File: config.mk
export PLATFORM = sky130hd
export DESIGN_NAME = indexed_list_engine
export DESIGN_NICKNAME = d
export VERILOG_FILES = /design/src/sv/ile_pkg.sv /design/src/sv/ile_dpath.sv /design/src/sv/ile_ctrl.sv /design/src/sv/indexed_list_engine.sv
export SDC_FILE = /design/constraint.sdc
export NUM_CORES = 1
export LEC_CHECK = 0
export ABC_CLOCK_PERIOD_IN_PS = 6000
export BUFFER_PORTS_ARGS = -buffer_cell sky130_fd_sc_hd__buf_2
export CELL_PAD_IN_SITES_DETAIL_PLACEMENT = 1
export CELL_PAD_IN_SITES_GLOBAL_PLACEMENT = 2
export CORE_MARGIN = 1
export CORE_UTILIZATION = 48
export DETAILED_ROUTE_END_ITERATION = 10
export PLACE_DENSITY = 0.84
export RECOVER_POWER = 25
export SLEW_MARGIN = 20
export SYNTH_ARGS = -nofsm -noshare
export SYNTH_HDL_FRONTEND = slang
export SYNTH_HIERARCHICAL = 1
export SYNTH_SLANG_ARGS = --single-unit
File: constraint.sdc
create_clock -name i_clk -period 6 [get_ports i_clk]
set_input_delay 1.5 -clock i_clk [delete_from_list [all_inputs] [get_ports i_clk]]
set_output_delay 1.5 -clock i_clk [all_outputs]
set_load 0.01 [all_outputs]
File: src/sv/ile_pkg.sv
`default_nettype none

package ile_pkg;

    // Field widths of the stream payloads
    localparam int REQ_W      = 3;
    localparam int VAL_W      = 32;
    localparam int POS_IN_W   = 5;
    localparam int POS_OUT_W  = 4;
    localparam int CNT_W      = 5;
    localparam int STAT_W     = 2;

    localparam int IN_TDATA_W  = 40;
    localparam int OUT_TDATA_W = 48;
    localparam int OUT_PAD_W   = OUT_TDATA_W - VAL_W - POS_OUT_W - CNT_W;

    typedef enum logic [REQ_W-1:0] {
        REQ_READ     = 3'd0,
        REQ_INS_HEAD = 3'd1,
        REQ_INS_AT   = 3'd2,
        REQ_APPEND   = 3'd3,
        REQ_DELETE   = 3'd4
    } t_req;

    typedef enum logic [STAT_W-1:0] {
        ST_OK     = 2'd0,
        ST_EMPTY  = 2'd1,
        ST_BADPOS = 2'd2,
        ST_FULL   = 2'd3
    } t_status;

    // Source of the value field of a result
    typedef enum logic [1:0] {
        VSEL_ZERO  = 2'd0,
        VSEL_REQ   = 2'd1,
        VSEL_GONE  = 2'd2,
        VSEL_RDATA = 2'd3
    } t_vsel;

    typedef enum logic [2:0] {
        S_IDLE      = 3'd0,
        S_INS       = 3'd1,
        S_DEL_FIRST = 3'd2,
        S_DEL       = 3'd3,
        S_READ      = 3'd4,
        S_RESP      = 3'd5
    } t_state;

    typedef struct packed {
        logic                 capture;
        logic                 rd_en;
        logic                 wr_en;
        logic                 wr_req;
        logic                 gone_load;
        logic                 len_inc;
        logic                 len_dec;
        logic                 out_load;
        t_vsel                vsel;
        t_status              status;
        logic [POS_OUT_W-1:0] out_pos;
        logic                 out_last;
    } t_cmd;

endpackage

`default_nettype wire

File: src/sv/ile_dpath.sv
`default_nettype none

module ile_dpath #(
    parameter int CAPACITY = 16,
    parameter int AW       = 4,
    parameter int LW       = 5
) (
    input  wire logic                           i_clk,
    input  wire logic                           i_rst_n,
    input  wire ile_pkg::t_cmd                  i_cmd,
    input  wire logic [AW-1:0]                  i_rd_addr,
    input  wire logic [AW-1:0]                  i_wr_addr,
    input  wire logic [ile_pkg::VAL_W-1:0]      i_value,
    input  wire logic                           i_tready,
    output logic [LW-1:0]                       o_len,
    output logic                                o_out_free,
    output logic                                o_tvalid,
    output ile_pkg::t_status                    o_status,
    output logic [ile_pkg::VAL_W-1:0]           o_value,
    output logic [ile_pkg::POS_OUT_W-1:0]       o_pos,
    output logic [ile_pkg::CNT_W-1:0]           o_count,
    output logic                                o_last
);

    logic [ile_pkg::VAL_W-1:0]     r_mem [CAPACITY];
    logic [ile_pkg::VAL_W-1:0]     r_rdata;
    logic [ile_pkg::VAL_W-1:0]     r_value;
    logic [ile_pkg::VAL_W-1:0]     r_gone;
    logic [LW-1:0]                 r_len;
    logic                          r_ovalid;
    ile_pkg::t_status              r_ostat;
    logic [ile_pkg::VAL_W-1:0]     r_oval;
    logic [ile_pkg::POS_OUT_W-1:0] r_opos;
    logic [ile_pkg::CNT_W-1:0]     r_ocnt;
    logic                          r_olast;
    logic [ile_pkg::VAL_W-1:0]     wr_data;
    logic [ile_pkg::VAL_W-1:0]     out_val;

    assign wr_data = i_cmd.wr_req ? r_value : r_rdata;

    always_ff @(posedge i_clk) begin
        if (i_cmd.wr_en) begin
            r_mem[i_wr_addr] <= wr_data;
        end
        if (i_cmd.rd_en) begin
            r_rdata <= r_mem[i_rd_addr];
        end
    end

    always_ff @(posedge i_clk) begin
        if (i_cmd.capture) begin
            r_value <= i_value;
        end
        if (i_cmd.gone_load) begin
            r_gone <= r_rdata;
        end
    end

    always_ff @(posedge i_clk) begin
        if (!i_rst_n) begin
            r_len <= '0;
        end else if (i_cmd.len_inc) begin
            r_len <= r_len + LW'(1);
        end else if (i_cmd.len_dec) begin
            r_len <= r_len - LW'(1);
        end
    end

    always_comb begin
        case (i_cmd.vsel)
            ile_pkg::VSEL_REQ:   out_val = r_value;
            ile_pkg::VSEL_GONE:  out_val = r_gone;
            ile_pkg::VSEL_RDATA: out_val = r_rdata;
            default:             out_val = '0;
        endcase
    end

    // Output register: hold until taken
    always_ff @(posedge i_clk) begin
        if (!i_rst_n) begin
            r_ovalid <= 1'b0;
        end else if (i_cmd.out_load) begin
            r_ovalid <= 1'b1;
        end else if (i_tready) begin
            r_ovalid <= 1'b0;
        end
    end

    always_ff @(posedge i_clk) begin
        if (i_cmd.out_load) begin
            r_ostat <= i_cmd.status;
            r_oval  <= out_val;
            r_opos  <= i_cmd.out_pos;
            r_ocnt  <= ile_pkg::CNT_W'(r_len);
            r_olast <= i_cmd.out_last;
        end
    end

    assign o_len      = r_len;
    assign o_out_free = !r_ovalid || i_tready;
    assign o_tvalid   = r_ovalid;
    assign o_status   = r_ostat;
    assign o_value    = r_oval;
    assign o_pos      = r_opos;
    assign o_count    = r_ocnt;
    assign o_last     = r_olast;

endmodule

`default_nettype wire

File: src/sv/ile_ctrl.sv
`default_nettype none

module ile_ctrl #(
    parameter int CAPACITY = 16,
    parameter int AW       = 4,
    parameter int LW       = 5
) (
    input  wire logic                          i_clk,
    input  wire logic                          i_rst_n,
    input  wire logic                          i_valid,
    output logic                               o_ready,
    input  wire logic [ile_pkg::REQ_W-1:0]     i_req_type,
    input  wire logic [ile_pkg::POS_IN_W-1:0]  i_position,
    input  wire logic [LW-1:0]                 i_len,
    input  wire logic                          i_out_free,
    output ile_pkg::t_cmd                      o_cmd,
    output logic [AW-1:0]                      o_rd_addr,
    output logic [AW-1:0]                      o_wr_addr
);

    localparam int CW = (LW > ile_pkg::POS_IN_W) ? LW : ile_pkg::POS_IN_W;

    ile_pkg::t_state  r_state, n_state;
    logic [LW-1:0]    r_idx, n_idx;
    logic [AW-1:0]    r_pos, n_pos;
    logic [AW-1:0]    r_waddr, n_waddr;
    logic [AW-1:0]    r_ridx, n_ridx;
    logic             r_wpend, n_wpend;
    logic             r_first, n_first;
    logic             r_rdv, n_rdv;
    ile_pkg::t_status r_status, n_status;
    ile_pkg::t_vsel   r_vsel, n_vsel;

    ile_pkg::t_state  d_next;
    ile_pkg::t_status d_status;
    ile_pkg::t_vsel   d_vsel;
    logic [CW-1:0]    len_ext;
    logic [CW-1:0]    pos_ext;
    logic [CW-1:0]    ep;
    logic             full;
    logic             ins_more;
    logic             ins_done;
    logic             del_more;
    logic             del_done;
    logic             rd_load;
    logic             rd_last;
    logic             rd_issue;

    assign len_ext  = CW'(i_len);
    assign pos_ext  = CW'(i_position);
    assign full     = (i_len == LW'(CAPACITY));

    assign ins_more = (r_idx > LW'(r_pos));
    assign ins_done = !ins_more && !r_wpend;
    assign del_more = (r_idx < i_len);
    assign del_done = !del_more && !r_wpend && !r_first;
    assign rd_load  = r_rdv && i_out_free;
    assign rd_last  = ((LW'(r_ridx) + LW'(1)) == i_len);
    assign rd_issue = (r_idx < i_len) && (!r_rdv || rd_load);

    assign o_ready  = (r_state == ile_pkg::S_IDLE);

    // Request decode at acceptance
    always_comb begin
        d_next   = ile_pkg::S_IDLE;
        d_status = ile_pkg::ST_OK;
        d_vsel   = ile_pkg::VSEL_ZERO;
        if (ile_pkg::t_req'(i_req_type) == ile_pkg::REQ_INS_HEAD) begin
            ep = '0;
        end else if (ile_pkg::t_req'(i_req_type) == ile_pkg::REQ_APPEND) begin
            ep = len_ext;
        end else begin
            ep = pos_ext;
        end
        unique case (ile_pkg::t_req'(i_req_type)) inside
            ile_pkg::REQ_READ: begin
                if (i_len == '0) begin
                    d_next   = ile_pkg::S_RESP;
                    d_status = ile_pkg::ST_EMPTY;
                end else begin
                    d_next = ile_pkg::S_READ;
                end
            end
            ile_pkg::REQ_INS_HEAD, ile_pkg::REQ_INS_AT, ile_pkg::REQ_APPEND: begin
                if (full) begin
                    d_next   = ile_pkg::S_RESP;
                    d_status = ile_pkg::ST_FULL;
                end else if (ep > len_ext) begin
                    d_next   = ile_pkg::S_RESP;
                    d_status = ile_pkg::ST_BADPOS;
                end else begin
                    d_next = ile_pkg::S_INS;
                    d_vsel = ile_pkg::VSEL_REQ;
                end
            end
            ile_pkg::REQ_DELETE: begin
                if (i_len == '0) begin
                    d_next   = ile_pkg::S_RESP;
                    d_status = ile_pkg::ST_EMPTY;
                end else if (pos_ext >= len_ext) begin
                    d_next   = ile_pkg::S_RESP;
                    d_status = ile_pkg::ST_BADPOS;
                end else begin
                    d_next = ile_pkg::S_DEL_FIRST;
                    d_vsel = ile_pkg::VSEL_GONE;
                end
            end
            default: begin
                d_next = ile_pkg::S_IDLE;
            end
        endcase
    end

    // Next state
    always_comb begin
        n_state = r_state;
        unique case (r_state)
            ile_pkg::S_IDLE: begin
                if (i_valid) begin
                    n_state = d_next;
                end
            end
            ile_pkg::S_INS: begin
                if (ins_done) begin
                    n_state = ile_pkg::S_RESP;
                end
            end
            ile_pkg::S_DEL_FIRST: begin
                n_state = ile_pkg::S_DEL;
            end
            ile_pkg::S_DEL: begin
                if (del_done) begin
                    n_state = ile_pkg::S_RESP;
                end
            end
            ile_pkg::S_READ: begin
                if (rd_load && rd_last) begin
                    n_state = ile_pkg::S_IDLE;
                end
            end
            ile_pkg::S_RESP: begin
                if (i_out_free) begin
                    n_state = ile_pkg::S_IDLE;
                end
            end
            default: begin
                n_state = ile_pkg::S_IDLE;
            end
        endcase
    end

    // Commands and counter updates
    always_comb begin
        o_cmd.capture   = 1'b0;
        o_cmd.rd_en     = 1'b0;
        o_cmd.wr_en     = 1'b0;
        o_cmd.wr_req    = 1'b0;
        o_cmd.gone_load = 1'b0;
        o_cmd.len_inc   = 1'b0;
        o_cmd.len_dec   = 1'b0;
        o_cmd.out_load  = 1'b0;
        o_cmd.vsel      = r_vsel;
        o_cmd.status    = r_status;
        o_cmd.out_pos   = '0;
        o_cmd.out_last  = 1'b1;
        o_rd_addr       = r_pos;
        o_wr_addr       = r_waddr;
        n_idx           = r_idx;
        n_pos           = r_pos;
        n_waddr         = r_waddr;
        n_ridx          = r_ridx;
        n_wpend         = r_wpend;
        n_first         = r_first;
        n_rdv           = r_rdv;
        n_status        = r_status;
        n_vsel          = r_vsel;
        unique case (r_state)
            ile_pkg::S_IDLE: begin
                if (i_valid) begin
                    o_cmd.capture = 1'b1;
                    n_status      = d_status;
                    n_vsel        = d_vsel;
                    n_pos         = AW'(ep);
                    n_wpend       = 1'b0;
                    n_first       = 1'b0;
                    n_rdv         = 1'b0;
                    if (d_next == ile_pkg::S_READ) begin
                        n_idx = '0;
                    end else begin
                        n_idx = i_len;
                    end
                end
            end
            ile_pkg::S_INS: begin
                // Move entries up one place, from the tail toward the insert point
                if (r_wpend) begin
                    o_cmd.wr_en = 1'b1;
                    o_wr_addr   = r_waddr;
                end
                if (ins_more) begin
                    o_cmd.rd_en = 1'b1;
                    o_rd_addr   = AW'(r_idx - LW'(1));
                    n_wpend     = 1'b1;
                    n_waddr     = AW'(r_idx);
                    n_idx       = r_idx - LW'(1);
                end else begin
                    n_wpend = 1'b0;
                    if (!r_wpend) begin
                        o_cmd.wr_en   = 1'b1;
                        o_cmd.wr_req  = 1'b1;
                        o_wr_addr     = r_pos;
                        o_cmd.len_inc = 1'b1;
                    end
                end
            end
            ile_pkg::S_DEL_FIRST: begin
                o_cmd.rd_en = 1'b1;
                o_rd_addr   = r_pos;
                n_idx       = LW'(r_pos) + LW'(1);
                n_first     = 1'b1;
                n_wpend     = 1'b0;
            end
            ile_pkg::S_DEL: begin
                // Keep the removed entry, then move the tail down one place
                if (r_first) begin
                    o_cmd.gone_load = 1'b1;
                    n_first         = 1'b0;
                end
                if (r_wpend) begin
                    o_cmd.wr_en = 1'b1;
                    o_wr_addr   = r_waddr;
                end
                if (del_more) begin
                    o_cmd.rd_en = 1'b1;
                    o_rd_addr   = AW'(r_idx);
                    n_wpend     = 1'b1;
                    n_waddr     = AW'(r_idx - LW'(1));
                    n_idx       = r_idx + LW'(1);
                end else begin
                    n_wpend = 1'b0;
                    if (!r_wpend && !r_first) begin
                        o_cmd.len_dec = 1'b1;
                    end
                end
            end
            ile_pkg::S_READ: begin
                o_cmd.vsel   = ile_pkg::VSEL_RDATA;
                o_cmd.status = ile_pkg::ST_OK;
                if (rd_load) begin
                    o_cmd.out_load = 1'b1;
                    o_cmd.out_pos  = ile_pkg::POS_OUT_W'(r_ridx);
                    o_cmd.out_last = rd_last;
                end
                if (rd_issue) begin
                    o_cmd.rd_en = 1'b1;
                    o_rd_addr   = AW'(r_idx);
                    n_ridx      = AW'(r_idx);
                    n_idx       = r_idx + LW'(1);
                    n_rdv       = 1'b1;
                end else if (rd_load) begin
                    n_rdv = 1'b0;
                end
            end
            ile_pkg::S_RESP: begin
                if (i_out_free) begin
                    o_cmd.out_load = 1'b1;
                    if (r_status == ile_pkg::ST_OK) begin
                        o_cmd.out_pos = ile_pkg::POS_OUT_W'(r_pos);
                    end
                end
            end
            default: begin
                n_wpend = 1'b0;
            end
        endcase
    end

    always_ff @(posedge i_clk) begin
        if (!i_rst_n) begin
            r_state <= ile_pkg::S_IDLE;
            r_wpend <= 1'b0;
            r_first <= 1'b0;
            r_rdv   <= 1'b0;
        end else begin
            r_state <= n_state;
            r_wpend <= n_wpend;
            r_first <= n_first;
            r_rdv   <= n_rdv;
        end
    end

    always_ff @(posedge i_clk) begin
        r_idx    <= n_idx;
        r_pos    <= n_pos;
        r_waddr  <= n_waddr;
        r_ridx   <= n_ridx;
        r_status <= n_status;
        r_vsel   <= n_vsel;
    end

endmodule

`default_nettype wire

File: src/sv/indexed_list_engine.sv
`default_nettype none

// Channel  Dir  Handshake                     Payload
// s_axis   in   s_axis_tvalid/s_axis_tready   tdata: value, position; tuser: req_type
// m_axis   out  m_axis_tvalid/m_axis_tready   tdata: value_res, position_res, count;
//                                             tuser: status; tlast: last
//
// Sequencing: insert and delete at position p shift the entries from p to the tail, read-out
// streams every entry, and errors go straight to the response; the single memory port pair
// moves one entry per cycle during a shift, and during a read-out while the output is free.
// Reset: synchronous, active low; clears the length at once, no clearing pass.
// Stalls: a result waits in the output register while m_axis_tready is low; a new
// transaction is taken whenever the controller is idle, even with a result waiting.

module indexed_list_engine #(
    parameter int CAPACITY = 16
) (
    input  wire logic                                i_clk,
    input  wire logic                                i_rst_n,
    input  wire logic                                s_axis_tvalid,
    output logic                                     s_axis_tready,
    // [31:0] value, [36:32] position, [39:37] zero
    input  wire logic [ile_pkg::IN_TDATA_W-1:0]      s_axis_tdata,
    // [2:0] req_type
    input  wire logic [ile_pkg::REQ_W-1:0]           s_axis_tuser,
    output logic                                     m_axis_tvalid,
    input  wire logic                                m_axis_tready,
    // [31:0] value_res, [35:32] position_res, [40:36] count, [47:41] zero
    output logic [ile_pkg::OUT_TDATA_W-1:0]          m_axis_tdata,
    // [1:0] status
    output logic [ile_pkg::STAT_W-1:0]               m_axis_tuser,
    output logic                                     m_axis_tlast
);

    localparam int AW = $clog2(CAPACITY);
    localparam int LW = $clog2(CAPACITY + 1);

    ile_pkg::t_cmd                 cmd;
    logic [AW-1:0]                 rd_addr;
    logic [AW-1:0]                 wr_addr;
    logic [LW-1:0]                 len;
    logic                          out_free;
    ile_pkg::t_status              out_status;
    logic [ile_pkg::VAL_W-1:0]     out_value;
    logic [ile_pkg::POS_OUT_W-1:0] out_pos;
    logic [ile_pkg::CNT_W-1:0]     out_count;

    // Sequencer: decodes each transaction and steps the shift or read-out
    ile_ctrl #(
        .CAPACITY (CAPACITY),
        .AW       (AW),
        .LW       (LW)
    ) u_ctrl (
        .i_clk      (i_clk),
        .i_rst_n    (i_rst_n),
        .i_valid    (s_axis_tvalid),
        .o_ready    (s_axis_tready),
        .i_req_type (s_axis_tuser),
        .i_position (s_axis_tdata[ile_pkg::VAL_W +: ile_pkg::POS_IN_W]),
        .i_len      (len),
        .i_out_free (out_free),
        .o_cmd      (cmd),
        .o_rd_addr  (rd_addr),
        .o_wr_addr  (wr_addr)
    );

    // Entry memory, length counter and the output register
    ile_dpath #(
        .CAPACITY (CAPACITY),
        .AW       (AW),
        .LW       (LW)
    ) u_dpath (
        .i_clk      (i_clk),
        .i_rst_n    (i_rst_n),
        .i_cmd      (cmd),
        .i_rd_addr  (rd_addr),
        .i_wr_addr  (wr_addr),
        .i_value    (s_axis_tdata[ile_pkg::VAL_W-1:0]),
        .i_tready   (m_axis_tready),
        .o_len      (len),
        .o_out_free (out_free),
        .o_tvalid   (m_axis_tvalid),
        .o_status   (out_status),
        .o_value    (out_value),
        .o_pos      (out_pos),
        .o_count    (out_count),
        .o_last     (m_axis_tlast)
    );

    // Pack the result fields, lowest first
    assign m_axis_tdata = {{ile_pkg::OUT_PAD_W{1'b0}}, out_count, out_pos, out_value};
    assign m_axis_tuser = out_status;

endmodule

`default_nettype wire

# ---- Word level (Yosys, flattened, before mapping)
# Memory sizes are Yosys's and may differ from the RTL's. A register that Yosys moved wholly into a read port is not among the register bits.
# Index checks and enable logic that the tools add are counted.
dict set report word_totals {
  regBits 141
  mem_bits_rw 512
  input_bits 47
  elab_cells 173
  memories 1
}
dict set report classes {
  n_addsub 6
  order_cmp 4
  n_eq_ne 24
  muxes 82
  bitwise_logic 1
  n_reduce_logical 36
}
# name words word_bits rd rd_ports_with_merged_regs wr line_no
set memory_table {}
lappend memory_table {u_dpath.r_mem 16 32 1 1 1 ile_dpath.sv:25} ;# logic [ile_pkg::VAL_W-1:0] r_mem [CAPACITY];
# cell count
set ops {}
lappend ops {{32-bit case mux with 3 select lines} 1}
lappend ops {{5-bit 2-to-1 mux} 10}
lappend ops {{4-bit 2-to-1 mux} 11}
lappend ops {{32-bit 2-to-1 mux} 1}
lappend ops {{1-bit 2-to-1 mux} 27}
lappend ops {{3-bit 2-to-1 mux} 9}
lappend ops {{5-bit case mux with 5 select lines} 1}
lappend ops {{2-bit 2-to-1 mux} 9}
lappend ops {{3-bit case mux with 6 select lines} 1}
lappend ops {{4-bit case mux with 2 select lines} 2}
lappend ops {{2-bit by 1-bit inequality test with 1-bit output (second input constant)} 7}
lappend ops {{3-bit by 2-bit equality test with 1-bit output (second input constant)} 4}
lappend ops {{3-bit equality test (second input constant)} 4}
lappend ops {{4-bit case mux with 3 select lines} 1}
lappend ops {{4-bit by 1-bit adder with 5-bit output (second input constant)} 2}
lappend ops {{5-bit by 1-bit adder with 5-bit output (second input constant)} 2}
lappend ops {{2-bit AND reduction} 5}
lappend ops {{5-bit AND reduction} 2}
lappend ops {{5-bit by 1-bit subtractor with 5-bit output (second input constant)} 2}
lappend ops {{3-bit case mux with 3 select lines} 1}
lappend ops {{1-bit case mux with 4 select lines} 2}
lappend ops {{2-bit nonzero test} 4}
lappend ops {{1-bit logical AND} 7}
lappend ops {{3-bit by 1-bit equality test with 1-bit output (second input constant)} 2}
lappend ops {{other kinds (25)} 36}

# ---- Longest topological paths before layout
dict set report logic_depth {
  word_depth 11
  mapped_depth 14
}

# ---- Modules after synthesis
# Netlist, hierarchy kept.
# mod instances cells_per_inst area_per_inst_um2 seq_area_each_um2
set by_module_without_submodules {}
lappend by_module_without_submodules {ile_dpath 1 1099 24865.1 19698.9}
lappend by_module_without_submodules {ile_ctrl 1 301 2563.7 750.7}
lappend by_module_without_submodules {indexed_list_engine 1 8 56.3 0.0}

# ---- Worst setup path after synthesis
# OpenSTA, ideal clock, no wires.
dict set report synth_path {
  kind {register to register}
  from {register u_ctrl.r_idx[1]}
  to {memory u_dpath/r_mem[0][0] (netlist name) (enable)}
  setup_ns 0.461
  t_arrival_ns 4.868
  required_ns 5.539
  slack_ns 0.671
  path_stages_with_launch 9
  path_buffers 0
  synth_period_minus_slack_ns 5.329
  path_cell_list {edfxtp_1 ha_1 nor2b_1 o211ai_1 a21boi_1 nor3_2 mux2_2 or3b_2 nor3_1}
}
# item line_no
set synth_rtl {}
lappend synth_rtl {{start, declared} ile_ctrl.sv:24} ;# logic [LW-1:0] r_idx, n_idx;
lappend synth_rtl {{start signal, assigned} ile_ctrl.sv:293} ;# r_idx <= n_idx;
lappend synth_rtl {{5-bit by 4-bit > comparator with 1-bit output} ile_ctrl.sv:53} ;# assign ins_more = (r_idx > LW'(r_pos));
lappend synth_rtl {{4-bit 2-to-1 mux} ile_ctrl.sv:200} ;# if (ins_more) begin
lappend synth_rtl {{4-bit 2-to-1 mux} --}
lappend synth_rtl {{via wr_addr[2]} indexed_list_engine.sv:40} ;# logic [AW-1:0] wr_addr;
lappend synth_rtl {{end, declared} ile_dpath.sv:25}
# The timed path passes the listed nets, and every way through them passes these cells.

# ---- Worst setup path in the final report
dict set report layout_path {
  from {register u_ctrl.r_idx[3]}
  to {memory u_dpath/r_mem[6][18] (netlist name) (enable)}
}
# The elaborated chain is that of the path after synthesis.

==> metrics.md <==
| Metric | Value |
|---|---|
| Clk_lat worst skew | around 0.61 ns |
| Max-slew violations | 138 |
| CTS tree | yes |
| Arr. time, crit path | 5.32 ns |
| Overflow after GRT | 0 |
| Worst path required time | between 6 and 7 ns |
| Outcome | finished, violations left |
| Design Area, Final | 31300 µm² |
| Worst Hold Class | reg -> reg |
| Largest net degree at the start of global routing | 42 |
| Total Routing Usage GR | 24.9% |
| RSZ-0062 raised after global routing | false |
| Final setup violation count | 0 |
| Synth area leaders | edfxtp_1 74%, mux4_2 10%, mux2_2 2.8% |
| Post-layout util | 55.3% |
| Vias/cell | 6.18 |
| Avg WL per Cell | 30.1 µm |
| Placed Instance Area | 29100 µm² |
| Count leader, synth | edfxtp_1 |
| Post-route minimum period | roughly 5.0 ns |
| R2R cell count | 9 |
| # diodes | 0 |
| RR Endpoint | u_dpath/r_mem[6][18] |
| Routed vias | 14500 |
| Cts hold-fix bufs | 0 |
| Hold EP | u_dpath/r_gone[5] |
| CP Capture Type | register |
| Hold Slack | 0.463 ns |
| Share of the synthesized area in the top cell type | between 70% and 80% |
| Die width | ~240 µm |
| R2R Setup Slk | 0.95 ns |
| Share of cells above drive strength 1 | 25.7% |
| Fmax | a little under 200 MHz |
| #FFs+latches synth | 685 |
| Clock skew | 0.0169 ns |
| Violated checks | max-capacitance violations, max-slew violations |
| Post-synth top area cell | edfxtp_1 |
| Initial antenna violation count | 0 |
| CTS buffer count | 70 |
| Number of global-route vias before repair | ~15000 |
| Ys flop type | edfxtp_1 |
| Iteration-0 DRC Markers | 1220 |
| Placeable Area | 56500 µm² |
| Final ANT Viol Nets | 0 |
| Total Wirelength | 70600 µm |
| Dpl hpwl | 40300 µm |
| Power density cells | 579 nW/µm² |
| Post-synth EDFFs | approximately 670 |
| Start of the worst register-to-register path | u_ctrl/r_idx[3] |
| CTS Buffer Depth | 3 |
| Port Buf Inserts | 89 |
| Post-synth top cells | 673 x edfxtp_1, 128 x mux4_2, 70 x nand2_1, 68 x mux2_2, 67 x a22oi_1 |
| Number of distinct library cells after synthesis | 75 |
| Starting Density | 48.7% |
| Ports | 100 |
| Post-synthesis sequential area ratio | 74.4% |
| Critical path peak fanout | 19 |
| DRT Pass-1 Iters | 5 |
| Post-CTS Setup Bufs | 0 |
| Max-slew headroom | -134% |
| H-tree depth | 3 |
| Post-synth ARST share | 0% |
| Setup Total Neg Slack | 0 ns |
| Power, Total | 18.1 mW |
| CP Class | reg -> reg |
| Global-route wire length before repair | 103000 µm |
| Hold Path Cell Cnt | 0 |
| Lkg Pwr | a little over 10 nW |
| Root Buffer | clkbuf_16 |
| Post_cts resized | 0 |
| RD Place Congestion | 0.860 |
| Final Hold Vio Count | 0 |
| Clock Pin Slew Worst Setup and Hold Paths | 0.06 ns |
| Synth Instances | 1408 |
| Netlist Area Pre-Place | 27500 µm² |
| Final Cycle Share | between 80 and 90% |
| Hold Crit Start | u_dpath/r_rdata[5] |
| CP startpoint kind | register |
| IR Drop Worst-Case VDD | 0.000390 V |
| Synth Area per Inst | 19.5 µm² |
| Max Cap Viol | 4 |
| Die area | 58200 µm² |
| Die height | 241 µm |
| Worst slew pin tran | 3.51 ns |
| Layout Nets | between 1500 and 2000 |
| Drc violations | 0 |
| Row cnt | between 80 and 90 |
| Yosys warns | 6 |
| CTS sink count | 685 |
| P&R area growth vs syn | 13.8% |
sequential cells by signal, summed over array words and instances (netlist names), 3 cells and up:
| register | flops |
|---|---|
| u_dpath/r_gone | 32 |
| u_dpath/o_len | 5 |
| u_ctrl/r_waddr | 4 |
| u_ctrl/r_idx | 5 |
| u_dpath/r_mem | 512 |
| u_ctrl/r_state | 3 |
| u_dpath/r_rdata | 32 |
| u_dpath/o_count | 5 |
| u_dpath/r_value | 32 |
| u_dpath/o_value | 32 |
| u_ctrl/r_pos | 4 |
| u_dpath/o_pos | 4 |
| u_ctrl/r_ridx | 4 |
metrics by stage:
step | setup WS [ns] | std cells
6_report | 0.953 | 2349
5_1_grt | 0.701 | 2349
4_1_cts | 1.13 | 2349
3_5_place_dp | 0.932 | 2225
3_3_place_gp | 1.01 | 2223
2_1_floorplan | 0.671 | 1414
final cells by class:
class / count / area (µm²)
Clock buffer: 78 / 1800
Sequential cell: 685 / 20400
Clock inverter: 46 / 447
Fill cell: 4977 / 25200
Multi-Input combinational cell: 626 / 6710
Tap cell: 756 / 946
Inverter: 21 / 78.8
Timing Repair Buffer: 137 / 838
critical path, stage by stage (launching register included):
cell and delay [ns]:
edfxtp_1 0.32, clkbuf_1 0.58, ha_1 0.38, a21oi_1 0.22, a21boi_0 0.24, nor3_4 0.81, mux2_2 0.51, nand2b_1 0.35
nor2_4 0.83, buf_4 0.44
how the worst max path moves through the flow:
stage,depth (start not counted),to,start,slack (ns)
2_1_floorplan,8,u_dpath/r_mem[0][0],u_ctrl/r_idx[1],0.67
3_3_place_gp,11,u_dpath/r_rdata[19],m_axis_tready,1.01
3_5_place_dp,11,u_dpath/r_rdata[16],m_axis_tready,0.93
4_1_cts,9,u_dpath/r_mem[6][18],u_ctrl/r_idx[1],1.13
5_1_grt,9,u_dpath/r_mem[6][18],u_ctrl/r_idx[3],0.70
6_report,9,u_dpath/r_mem[6][18],u_ctrl/r_idx[3],0.95
layout by cell type, fill, tap and decap left out, types with 8 or more instances in the layout:
master / n
a21oi_1: 21
xnor2_1: 11
nor2_1: 19
clkinv_1: 18
dfxtp_1: 12
a22oi_1: 67
bufinv_16: 8
nor3_1: 10
clkinv_2: 13
buf_4: 35
mux4_2: 128
nand3_1: 8
ha_1: 24
nor2_4: 13
inv_1: 20
clkbuf_16: 71
a22o_1: 36
buf_2: 38
edfxtp_1: 673
clkbuf_1: 63
mux2_2: 63
nand2_1: 70
o21ai_0: 19
report_power, final:
part           leakage, nW  switching, mW  internal, mW
Combinational         2.79           4.01          2.69
Sequential            6.21          0.357          6.70
Clock                 1.10           1.83          2.51
Total                 10.1           6.20          11.9
cell families (layout without fill, tap and decap cells):
| kind of cell | after synthesis | in the layout | share of synthesized area [%] |
|---|---|---|---|
| other | 1 | 7 | 0.0136 |
| and+or+nand+nor | 182 | 182 | 3.35 |
| DFF | 685 | 685 | 74.4 |
| AOI/OAI and AO/OA | 201 | 201 | 5.48 |
| buffers and inverters | 103 | 282 | 1.84 |
| xor gates and xnor gates | 14 | 14 | 0.446 |
| adders and majority gates | 25 | 25 | 1.17 |
| muxes | 197 | 197 | 13.3 |
layer usage:
metal	GRT usage (%)	vias to the layer above	share of wire, %
met5	0	-	0
met4	9.26	0	3.4
met3	4.96	153	6.5
met2	41.5	588	50
met1	32.5	7700	40
li1	-	6075	-
Power figures use the tool's default switching activity.
